<file path="config.mk">
export PLATFORM = sky130hd
export DESIGN_NAME = feeder_jam_recovery_fsm_flat
export DESIGN_NICKNAME = d
export VERILOG_FILES = /design/src/sv/fjr_pkg.sv /design/src/sv/fjr_in_if.sv /design/src/sv/fjr_out_if.sv /design/src/sv/fjr_cfg_regs.sv /design/src/sv/fjr_step.sv /design/src/sv/feeder_jam_recovery_fsm.sv /design/src/flat_wrapper.sv
export SDC_FILE = /design/constraint.sdc
export NUM_CORES = 1
export LEC_CHECK = 0
export BUFFER_PORTS_ARGS = -buffer_cell sky130_fd_sc_hd__buf_4
export CAP_MARGIN = 20
export CELL_PAD_IN_SITES_DETAIL_PLACEMENT = 0
export CELL_PAD_IN_SITES_GLOBAL_PLACEMENT = 1
export CORE_ASPECT_RATIO = 1.25
export CORE_MARGIN = 8
export CORE_UTILIZATION = 50
export DETAILED_ROUTE_END_ITERATION = 10
export PLACE_DENSITY_LB_ADDON = 0.1
export SYNTH_ARGS = -nofsm -noshare
export SYNTH_HDL_FRONTEND = slang
export SYNTH_SLANG_ARGS = --single-unit
</file>
<file path="constraint.sdc">
create_clock -name clk -period 14.9 [get_ports clk]
set_input_delay 1.49 -clock clk [delete_from_list [all_inputs] [get_ports clk]]
set_output_delay 1.49 -clock clk [all_outputs]
set_load 0.05 [all_outputs]
</file>
<file path="src/sv/fjr_pkg.sv">
// shared constants, codes and types of the feeder jam-recovery block
`default_nettype none

package fjr_pkg;

	// angle format and tick counter width
	localparam int ANGLE_FRACTION_BITS = 16;
	localparam int COUNTER_WIDTH       = 16;

	// compare width for counters against 16-bit limits
	localparam int CMP_W = (COUNTER_WIDTH > 16) ? COUNTER_WIDTH : 16;

	// configuration port
	localparam int CFG_INDEX_W = 3;
	localparam int CFG_DATA_W  = 20;

	localparam logic [CFG_INDEX_W-1:0] CFG_TORQUE_THRESHOLD = 3'd0;
	localparam logic [CFG_INDEX_W-1:0] CFG_SUSPECT_TICKS    = 3'd1;
	localparam logic [CFG_INDEX_W-1:0] CFG_RECOVER_TICKS    = 3'd2;
	localparam logic [CFG_INDEX_W-1:0] CFG_STUCK_TICKS      = 3'd3;
	localparam logic [CFG_INDEX_W-1:0] CFG_REST_TICKS       = 3'd4;
	localparam logic [CFG_INDEX_W-1:0] CFG_BACKOFF_STEP     = 3'd5;

	// jam states
	localparam logic [2:0] ST_NORMAL  = 3'd0;
	localparam logic [2:0] ST_SUSPECT = 3'd1;
	localparam logic [2:0] ST_REACT   = 3'd2;
	localparam logic [2:0] ST_BACKOFF = 3'd3;
	localparam logic [2:0] ST_OPEN    = 3'd4;

	// drive mode commands
	localparam logic [1:0] DRIVE_KEEP  = 2'd0;
	localparam logic [1:0] DRIVE_ANGLE = 2'd1;
	localparam logic [1:0] DRIVE_OPEN  = 2'd2;

	// 2*pi/27 with 32 fraction bits, rounded to the angle format
	localparam logic [63:0] STEP_Q32 = 64'd999484274;
	localparam logic [19:0] BACKOFF_STEP_RESET = 20'(
		(STEP_Q32 + (64'd1 << (31 - ANGLE_FRACTION_BITS))) >> (32 - ANGLE_FRACTION_BITS));

	localparam logic [14:0] TORQUE_THRESHOLD_RESET = 15'd5000;
	localparam logic [15:0] SUSPECT_TICKS_RESET    = 16'd100;
	localparam logic [15:0] RECOVER_TICKS_RESET    = 16'd200;
	localparam logic [15:0] STUCK_TICKS_RESET      = 16'd400;
	localparam logic [15:0] REST_TICKS_RESET       = 16'd1000;

	typedef struct packed {
		logic [14:0] torque_threshold;
		logic [15:0] suspect_ticks;
		logic [15:0] recover_ticks;
		logic [15:0] stuck_ticks;
		logic [15:0] rest_ticks;
		logic [19:0] backoff_step;
	} cfg_t;

	typedef struct packed {
		logic [2:0]               jam_state;
		logic [COUNTER_WIDTH-1:0] state_ticks;
		logic [COUNTER_WIDTH-1:0] clear_run;
		logic [COUNTER_WIDTH-1:0] stuck_run;
		logic [COUNTER_WIDTH-1:0] rest_run;
	} state_t;

	typedef struct packed {
		logic [2:0]         jam_state;
		logic               run_feed_control;
		logic [1:0]         drive_mode;
		logic               target_valid;
		logic signed [31:0] target_angle;
		logic               clear_fire_timer;
	} result_t;

endpackage

`default_nettype wire

</file>
<file path="src/sv/fjr_in_if.sv">
// input channel: one control tick word per handshake
`default_nettype none

interface fjr_in_if;
	logic               valid;
	logic               ready;
	logic signed [14:0] motor_torque;
	logic signed [31:0] motor_angle;

	modport source (output valid, output motor_torque, output motor_angle, input ready);
	modport sink (input valid, input motor_torque, input motor_angle, output ready);
endinterface

`default_nettype wire

</file>
<file path="src/sv/fjr_out_if.sv">
// result channel: one command word per handshake
`default_nettype none

interface fjr_out_if;
	logic               valid;
	logic               ready;
	logic [2:0]         jam_state;
	logic               run_feed_control;
	logic [1:0]         drive_mode;
	logic               target_valid;
	logic signed [31:0] target_angle;
	logic               clear_fire_timer;

	modport source (output valid, output jam_state, output run_feed_control,
		output drive_mode, output target_valid, output target_angle,
		output clear_fire_timer, input ready);
	modport sink (input valid, input jam_state, input run_feed_control,
		input drive_mode, input target_valid, input target_angle,
		input clear_fire_timer, output ready);
endinterface

`default_nettype wire

</file>
<file path="src/sv/fjr_cfg_regs.sv">
// configuration register file of the jam-recovery block
`default_nettype none

module fjr_cfg_regs (
	input  wire logic                               clk,
	input  wire logic                               arst_n,
	input  wire logic                               we,
	input  wire logic [fjr_pkg::CFG_INDEX_W-1:0]    index,
	input  wire logic [fjr_pkg::CFG_DATA_W-1:0]     data,
	output fjr_pkg::cfg_t                           cfg
);

	fjr_pkg::cfg_t cfg_q;

	always_ff @(posedge clk or negedge arst_n) begin
		if (!arst_n) begin
			cfg_q.torque_threshold <= fjr_pkg::TORQUE_THRESHOLD_RESET;
			cfg_q.suspect_ticks    <= fjr_pkg::SUSPECT_TICKS_RESET;
			cfg_q.recover_ticks    <= fjr_pkg::RECOVER_TICKS_RESET;
			cfg_q.stuck_ticks      <= fjr_pkg::STUCK_TICKS_RESET;
			cfg_q.rest_ticks       <= fjr_pkg::REST_TICKS_RESET;
			cfg_q.backoff_step     <= fjr_pkg::BACKOFF_STEP_RESET;
		end else if (we) begin
			case (index)
				fjr_pkg::CFG_TORQUE_THRESHOLD: cfg_q.torque_threshold <= data[14:0];
				fjr_pkg::CFG_SUSPECT_TICKS:    cfg_q.suspect_ticks    <= data[15:0];
				fjr_pkg::CFG_RECOVER_TICKS:    cfg_q.recover_ticks    <= data[15:0];
				fjr_pkg::CFG_STUCK_TICKS:      cfg_q.stuck_ticks      <= data[15:0];
				fjr_pkg::CFG_REST_TICKS:       cfg_q.rest_ticks       <= data[15:0];
				fjr_pkg::CFG_BACKOFF_STEP:     cfg_q.backoff_step     <= data[19:0];
				default: begin
				end
			endcase
		end
	end

	assign cfg = cfg_q;

endmodule

`default_nettype wire

</file>
<file path="src/sv/fjr_step.sv">
// next-state and command logic for one control tick
`default_nettype none

module fjr_step (
	input  wire fjr_pkg::state_t     cur,
	input  wire fjr_pkg::cfg_t       cfg,
	input  wire logic signed [14:0]  motor_torque,
	input  wire logic signed [31:0]  motor_angle,
	output fjr_pkg::state_t          nxt,
	output fjr_pkg::result_t         res
);

	localparam int CW = fjr_pkg::COUNTER_WIDTH;

	function automatic logic [CW-1:0] sat_inc(input logic [CW-1:0] v);
		return (&v) ? v : v + 1'b1;
	endfunction

	function automatic logic at_least(input logic [CW-1:0] cnt, input logic [15:0] lim);
		return fjr_pkg::CMP_W'(cnt) >= fjr_pkg::CMP_W'(lim);
	endfunction

	function automatic logic above(input logic [CW-1:0] cnt, input logic [15:0] lim);
		return fjr_pkg::CMP_W'(cnt) > fjr_pkg::CMP_W'(lim);
	endfunction

	always_comb begin
		logic [14:0]   traw;
		logic [15:0]   mag;
		logic          loaded;
		logic [CW-1:0] clear_n;
		logic [CW-1:0] stuck_n;
		logic [CW-1:0] rest_n;

		// torque magnitude, most negative code gives 16384
		traw   = motor_torque;
		mag    = traw[14] ? (16'h8000 - {1'b0, traw}) : {1'b0, traw};
		loaded = mag >= {1'b0, cfg.torque_threshold};

		nxt             = cur;
		nxt.state_ticks = sat_inc(cur.state_ticks);

		res.jam_state        = cur.jam_state;
		res.run_feed_control = 1'b0;
		res.drive_mode       = fjr_pkg::DRIVE_KEEP;
		res.target_valid     = 1'b0;
		res.target_angle     = '0;
		res.clear_fire_timer = 1'b0;

		clear_n = '0;
		stuck_n = '0;
		rest_n  = '0;

		case (cur.jam_state)
			fjr_pkg::ST_SUSPECT: begin
				res.run_feed_control = 1'b1;
				if (at_least(nxt.state_ticks, cfg.suspect_ticks)) begin
					nxt.jam_state   = fjr_pkg::ST_REACT;
					nxt.state_ticks = '0;
				end else if (!loaded) begin
					nxt.jam_state   = fjr_pkg::ST_NORMAL;
					nxt.state_ticks = '0;
				end
			end
			fjr_pkg::ST_REACT: begin
				res.clear_fire_timer = 1'b1;
				res.drive_mode       = fjr_pkg::DRIVE_ANGLE;
				res.target_valid     = 1'b1;
				res.target_angle     = motor_angle - $signed({12'd0, cfg.backoff_step});
				nxt.jam_state        = fjr_pkg::ST_BACKOFF;
				nxt.state_ticks      = '0;
			end
			fjr_pkg::ST_BACKOFF: begin
				clear_n = loaded ? '0 : sat_inc(cur.clear_run);
				stuck_n = loaded ? sat_inc(cur.stuck_run) : '0;
				nxt.clear_run = clear_n;
				nxt.stuck_run = stuck_n;
				if (at_least(clear_n, cfg.recover_ticks)) begin
					nxt.clear_run   = '0;
					nxt.jam_state   = fjr_pkg::ST_NORMAL;
					nxt.state_ticks = '0;
				end
				// stuck check comes second and wins when both fire
				if (at_least(stuck_n, cfg.stuck_ticks)) begin
					nxt.stuck_run   = '0;
					nxt.jam_state   = fjr_pkg::ST_OPEN;
					nxt.state_ticks = '0;
				end
			end
			fjr_pkg::ST_OPEN: begin
				res.run_feed_control = 1'b1;
				res.drive_mode       = fjr_pkg::DRIVE_OPEN;
				rest_n               = sat_inc(cur.rest_run);
				nxt.rest_run         = rest_n;
				if (above(rest_n, cfg.rest_ticks) && !loaded) begin
					res.target_valid = 1'b1;
					res.target_angle = motor_angle;
					nxt.rest_run     = '0;
					nxt.jam_state    = fjr_pkg::ST_SUSPECT;
					nxt.state_ticks  = '0;
				end
			end
			default: begin
				// normal, and unused codes behave as normal
				res.jam_state        = fjr_pkg::ST_NORMAL;
				res.run_feed_control = 1'b1;
				if (loaded) begin
					nxt.jam_state   = fjr_pkg::ST_SUSPECT;
					nxt.state_ticks = '0;
				end
			end
		endcase
	end

endmodule

`default_nettype wire

</file>
<file path="src/sv/feeder_jam_recovery_fsm.sv">
// top level of the feeder jam-recovery state machine
//
// feed_in carries one control tick per word: signed torque current and the
// output angle in fixed point; result_out carries one command word per tick
// (jam state, feed-control enable, drive mode, optional angle target and a
// fire-timer clear). both channels are valid/ready, a word moves when both are
// high. a tick word is first captured in an input register; from there one
// pass of compare-and-count logic updates the state and loads the result
// register, from which the result word is offered to result_out.
// throughput is one word per cycle: the input register refills in the same
// cycle its word moves on, and it only holds when the result register is full
// and the receiver is stalling, which is when feed_in ready drops.
// reset (arst_n low) empties both registers, puts the machine in normal with
// all tick counters at zero and loads the default configuration.
// cfg_we/cfg_index/cfg_data write one configuration register per cycle; write
// only while no tick is in flight.
`default_nettype none

module feeder_jam_recovery_fsm (
	input  wire logic                               clk,
	input  wire logic                               arst_n,
	fjr_in_if.sink                                  feed_in,
	fjr_out_if.source                               result_out,
	input  wire logic                               cfg_we,
	input  wire logic [fjr_pkg::CFG_INDEX_W-1:0]    cfg_index,
	input  wire logic [fjr_pkg::CFG_DATA_W-1:0]     cfg_data
);

	fjr_pkg::cfg_t    cfg;
	fjr_pkg::state_t  state_q;
	fjr_pkg::state_t  state_nxt;
	fjr_pkg::result_t res_nxt;
	fjr_pkg::result_t result_q;

	// input register
	logic               in_valid_s1;
	logic signed [14:0] torque_s1;
	logic signed [31:0] angle_s1;

	logic out_valid_q;
	logic advance;
	logic take_in;

	// the tick in the input register moves on when the result slot is free
	assign advance = in_valid_s1 && (!out_valid_q || result_out.ready);
	assign feed_in.ready = !in_valid_s1 || advance;
	assign take_in = feed_in.valid && feed_in.ready;

	fjr_cfg_regs u_cfg (
		.clk    (clk),
		.arst_n (arst_n),
		.we     (cfg_we),
		.index  (cfg_index),
		.data   (cfg_data),
		.cfg    (cfg)
	);

	fjr_step u_step (
		.cur          (state_q),
		.cfg          (cfg),
		.motor_torque (torque_s1),
		.motor_angle  (angle_s1),
		.nxt          (state_nxt),
		.res          (res_nxt)
	);

	// input register control
	always_ff @(posedge clk or negedge arst_n) begin
		if (!arst_n) begin
			in_valid_s1 <= 1'b0;
		end else if (feed_in.ready) begin
			in_valid_s1 <= feed_in.valid;
		end
	end

	// input payload, no reset needed
	always_ff @(posedge clk) begin
		if (take_in) begin
			torque_s1 <= feed_in.motor_torque;
			angle_s1  <= feed_in.motor_angle;
		end
	end

	// machine state moves exactly once per tick, when its result is loaded
	always_ff @(posedge clk or negedge arst_n) begin
		if (!arst_n) begin
			state_q.jam_state   <= fjr_pkg::ST_NORMAL;
			state_q.state_ticks <= '0;
			state_q.clear_run   <= '0;
			state_q.stuck_run   <= '0;
			state_q.rest_run    <= '0;
		end else if (advance) begin
			state_q <= state_nxt;
		end
	end

	// result register control
	always_ff @(posedge clk or negedge arst_n) begin
		if (!arst_n) begin
			out_valid_q <= 1'b0;
		end else if (advance) begin
			out_valid_q <= 1'b1;
		end else if (result_out.ready) begin
			out_valid_q <= 1'b0;
		end
	end

	always_ff @(posedge clk) begin
		if (advance) begin
			result_q <= res_nxt;
		end
	end

	assign result_out.valid            = out_valid_q;
	assign result_out.jam_state        = result_q.jam_state;
	assign result_out.run_feed_control = result_q.run_feed_control;
	assign result_out.drive_mode       = result_q.drive_mode;
	assign result_out.target_valid     = result_q.target_valid;
	assign result_out.target_angle     = result_q.target_angle;
	assign result_out.clear_fire_timer = result_q.clear_fire_timer;

	// react always hands over to back-off on the next tick
	a_react_to_backoff: assert property (@(posedge clk) disable iff (!arst_n)
		advance && state_q.jam_state == fjr_pkg::ST_REACT
		|=> state_q.jam_state == fjr_pkg::ST_BACKOFF && state_q.state_ticks == '0)
		else $error("react did not lead to back-off");

	// angle mode command comes with a target and a fire-timer clear
	a_angle_cmd: assert property (@(posedge clk) disable iff (!arst_n)
		out_valid_q && result_q.drive_mode == fjr_pkg::DRIVE_ANGLE
		|-> result_q.target_valid && result_q.clear_fire_timer
			&& result_q.jam_state == fjr_pkg::ST_REACT)
		else $error("angle mode word without target or timer clear");

	// feed control is held off during react and back-off
	a_feed_off: assert property (@(posedge clk) disable iff (!arst_n)
		out_valid_q && (result_q.jam_state == fjr_pkg::ST_REACT
			|| result_q.jam_state == fjr_pkg::ST_BACKOFF)
		|-> !result_q.run_feed_control)
		else $error("feed control enabled during recovery");

	// a held tick word is not overwritten while the result slot is blocked
	a_hold_s1: assert property (@(posedge clk) disable iff (!arst_n)
		in_valid_s1 && !advance |=> in_valid_s1 && $stable(angle_s1) && $stable(torque_s1))
		else $error("held tick word changed");

endmodule

`default_nettype wire
</file>
<file path="src/flat_wrapper.sv">
// flat-port wrapper written by rule: the top's interface ports become plain ports
module feeder_jam_recovery_fsm_flat 
  (clk, arst_n, cfg_we, cfg_index, cfg_data, feed_in_valid, feed_in_motor_torque, feed_in_motor_angle, feed_in_ready, result_out_valid, result_out_jam_state, result_out_run_feed_control, result_out_drive_mode, result_out_target_valid, result_out_target_angle, result_out_clear_fire_timer, result_out_ready);
  fjr_in_if feed_in_i ();
  fjr_out_if result_out_i ();
  input  wire logic clk;
  input  wire logic arst_n;
  input  wire logic cfg_we;
  input  wire logic [fjr_pkg::CFG_INDEX_W-1:0] cfg_index;
  input  wire logic [fjr_pkg::CFG_DATA_W-1:0] cfg_data;
  input wire logic [$bits(feed_in_i.valid)-1:0] feed_in_valid;
  input wire logic [$bits(feed_in_i.motor_torque)-1:0] feed_in_motor_torque;
  input wire logic [$bits(feed_in_i.motor_angle)-1:0] feed_in_motor_angle;
  output wire logic [$bits(feed_in_i.ready)-1:0] feed_in_ready;
  output wire logic [$bits(result_out_i.valid)-1:0] result_out_valid;
  output wire logic [$bits(result_out_i.jam_state)-1:0] result_out_jam_state;
  output wire logic [$bits(result_out_i.run_feed_control)-1:0] result_out_run_feed_control;
  output wire logic [$bits(result_out_i.drive_mode)-1:0] result_out_drive_mode;
  output wire logic [$bits(result_out_i.target_valid)-1:0] result_out_target_valid;
  output wire logic [$bits(result_out_i.target_angle)-1:0] result_out_target_angle;
  output wire logic [$bits(result_out_i.clear_fire_timer)-1:0] result_out_clear_fire_timer;
  input wire logic [$bits(result_out_i.ready)-1:0] result_out_ready;
  assign feed_in_i.valid = feed_in_valid;
  assign feed_in_i.motor_torque = feed_in_motor_torque;
  assign feed_in_i.motor_angle = feed_in_motor_angle;
  assign feed_in_ready = feed_in_i.ready;
  assign result_out_valid = result_out_i.valid;
  assign result_out_jam_state = result_out_i.jam_state;
  assign result_out_run_feed_control = result_out_i.run_feed_control;
  assign result_out_drive_mode = result_out_i.drive_mode;
  assign result_out_target_valid = result_out_i.target_valid;
  assign result_out_target_angle = result_out_i.target_angle;
  assign result_out_clear_fire_timer = result_out_i.clear_fire_timer;
  assign result_out_i.ready = result_out_ready;
  feeder_jam_recovery_fsm u_core (.clk(clk), .arst_n(arst_n), .feed_in(feed_in_i), .result_out(result_out_i), .cfg_we(cfg_we), .cfg_index(cfg_index), .cfg_data(cfg_data));
endmodule
</file>
==> out/metrics.yaml <==
run_status:
  status: "finished, final reports clean"
critical_path:
  critPathArrivalTime_ns: 6.77
  startpoint_type: "flop"
  crit_start: "u_core.torque_s1[3]"
  cp-end-kind: "flop"
  rr_worst_depth: 21
  path_max_fanout: 18
  critPathKind: "reg2reg"
  r2r_start: "u_core.torque_s1[3]"
  reg2reg_to: "u_core.state_q[48]"
  r2r_slack_ns: 8.60
  required_ns: 15.37
synth:
  syn_area_um2: 14400
  synth_top_area_share_pct: 24.2
  synth_edf_count: 87
  synth_cell_types: 69
  ys_ff_latch: 255
  ys_warn_count: 0
  syn_nets: 1638
  synth_flop_cell: "dfrtp_1"
  async_flop_share_pct: 65.9
  synth_area_leaders: "dfrtp_1, edfxtp_1, ha_1"
  yosys.area.top_type: "dfrtp_1"
  syn_inst: 1458
  avgSynthCellArea_um2: 9.86
  synth.yosys.seq_area_share_pct: 47.7
place:
  port_buffers: 116
  hpwl_um: 26400
  dpl_cell_area_um2: 15700
  gp_congestion: 0.830
  dpl.cell_count: 1896
global_route:
  grt_pass1_wl_um: 59900
  antenna_found_initial: 0
  grt_pass1_vias: 11300
  gr-usage-all-layers_pct: 21.7
  overflow: 0
  grt_max_degree: 67
die:
  core_area_um2: 28400
  rows: 69
  dieArea_um2: 34500
  io_pins: 117
  dieHeight_um: 206
  start_util_pct: 50.6
  die_width_um: 168
cts:
  clkTransAtPathRegs_ns: 0.06
  cts-resized-gates: 0
  cts_tree: "done"
  cts_buffer_depth: 3
  clk_latency_ns: 0.56
  numCtsBuffers: 28
  htreeDepth: 1
  clock-sinks: 255
  cts_setup_buffers: 0
  cts_hold_buf: 0
  cts_root_buffer: "clkbuf_16"
cells_and_area:
  num-nets-final: 1751
  area_delta_synth_final_pct: 16.1
  antenna_cells: 0
  final_area_um2: 16700
  drive_gt1_share_pct: 17.3
  layout.cells.non_filler: 1948
power:
  ir_drop_v: 0.0000892
  leakage_nw: 7.37
  p_per_area_nw_per_um2: 124
hold_path:
  min_path_type: "reg2reg"
  min_to: "u_core.result_out.valid"
  min_path_cells: 1
  min-delay-start: "u_core.in_valid_s1"
timing:
  maxSlewHeadroom_pct: 39.4
  worst_pin_slew_ns: 0.909
  finalSetupTns_ns: 0
  timing.final.crit_share_pct: 42.3
  fmax_mhz: 159
  finalHoldViolCount: 0
  fin_skew_ns: 0.0156
  maxSlewViolCount: 0
  post-route-min-period_ns: 6.30
  final-setup-viol-count: 0
  rsz0062_at_grt: "no"
detailed_routing:
  drt-initial-drc-count: 674
  drt-total-wl_um: 37000
  drc_errors: 0
  vias: 11100
  via_per_inst: 5.71
  wl_per_cell_um: 19.0
  postRouteAntennaNets: 0
  firstDrtPassIters: 5
run:
  cap_violations: 0
[metrics by stage]
step | util, % | power, W | hold slack (ns) | setup slack (ns)
after floorplan | - | 0.00119 | 0.457 | 9.35
after global placement | 55.3 | 0.00133 | 0.488 | 8.82
after detailed placement | 55.3 | 0.00134 | 0.489 | 8.62
after CTS | 58.8 | 0.00210 | 0.508 | 8.59
after global routing | 58.8 | 0.00219 | 0.518 | 7.99
final | 58.8 | 0.00207 | 0.503 | 8.60
[worst max-delay path by stage]
stage / to / slack (ns)
finish: u_core.state_q[48] / 8.60
global route: u_core.state_q[54] / 7.99
CTS: u_core.state_q[48] / 8.59
detailed placement: u_core.state_q[48] / 8.62
global placement: u_core.state_q[54] / 8.82
floorplan: u_core.state_q[56] / 9.35
[critical path, cell delays in order (launching register included)]
cell      delay, ns
edfxtp_1       0.42
or3_1          0.41
nor2_1         0.13
nand2_1        0.08
or2_2          0.31
o41ai_1        0.33
xnor2_1        0.18
ha_1           0.26
nand2_1        0.06
o21ai_0        0.11
a211oi_1       0.42
o31a_1         0.75
a21oi_1        0.14
ha_1           0.34
a21o_1         0.16
a21oi_1        0.20
o211ai_1       0.13
a211oi_1       0.39
nor2_1         0.16
o211ai_2       0.64
nand2_1        0.33
o22ai_1        0.26
[cells by family (layout without fill, tap and decap cells)]
kind of cell,count (synthesis),count (layout),synth area share (%)
xor+xnor,73,73,4.45
buf+inv,173,308,4.53
mux,45,45,3.50
simple gates,451,451,15.1
fa+ha+maj,105,105,9.19
compound gates,356,356,15.6
flops,255,255,47.7
[Yosys cell counts, types with 5 or more instances]
cell type / n
mux2_2: 42
o21a_1: 6
dfstp_2: 29
nor2b_1: 12
a22o_1: 27
nor2_1: 76
or3_1: 12
nand3_1: 56
and3_1: 15
inv_1: 122
or4_1: 8
clkbuf_1: 49
or2_2: 6
a211oi_1: 8
o21ai_0: 149
o41ai_1: 5
nor3_1: 29
nand4_1: 14
xnor2_1: 46
xor2_1: 27
ha_1: 104
a32o_1: 6
nand2b_1: 14
a21oi_1: 57
nor4_1: 5
a21o_1: 18
nand2_1: 174
and2_1: 7
a31oi_1: 16
dfrtp_1: 139
edfxtp_1: 87
o31ai_1: 14
o211ai_1: 12
[registers in the layout (all words and copies together) (netlist names)]
name,count
u_core.torque_s1,15
u_core.result_out.valid,1
u_core.result_out.target_angle,32
u_core.result_out.run_feed_control,1
u_core.result_out.drive_mode,2
u_core.result_out.clear_fire_timer,1
u_core.u_cfg.cfg,99
u_core.result_out.target_valid,1
u_core.result_out.jam_state,3
u_core.angle_s1,32
u_core.state_q,67
u_core.in_valid_s1,1
[power by group]
group / total (W) / switching [W] / internal, W
clock network: 0.000747 / 0.000294 / 0.000453
logic: 0.000463 / 0.000281 / 0.000182
registers: 0.000865 / 0.0000437 / 0.000821
[layout make-up]
cell class	instances	area, µm²
Inverter	123	462
Tap cell	355	444
Multi-Input combinational cell	1030	6930
Clock buffer	36	813
Timing Repair Buffer	133	1000
Fill cell	2479	11700
Clock inverter	16	184
Sequential cell	255	6850
[routing by layer]
metal | part of all wire (%) | wire, µm | vias up | global-route usage, %
li1 | - | - | 5442 | -
met1 | 44 | 16200 | 5363 | 26.9
met2 | 49 | 18100 | 253 | 38.3
met3 | 4.7 | 1740 | 60 | 3.53
met4 | 2.7 | 1000 | 0 | 6.90
met5 | 0 | 0 | - | 0
[layout by cell type, fill, tap and decap left out, types with 5 or more instances in the layout]
cell,n
mux2_2,42
nor3_1,28
clkinv_1,5
a31oi_1,16
nor2_1,76
nand2_1,174
a211oi_1,8
dfrtp_1,139
o21a_1,6
xor2_1,27
a21o_1,18
or4_1,8
nand4_1,14
clkinv_2,5
o31ai_1,13
buf_4,132
or3_1,12
xnor2_1,46
a32o_1,6
and3_1,15
edfxtp_1,87
dfstp_2,29
nand2b_1,14
nand3_1,56
a22o_1,27
o21ai_0,149
or2_2,6
o211ai_1,12
a21oi_1,57
inv_1,121
and2_1,6
nor2b_1,12
clkbuf_16,30
ha_1,104
o41ai_1,5
Power figures use the tool's default switching activity.
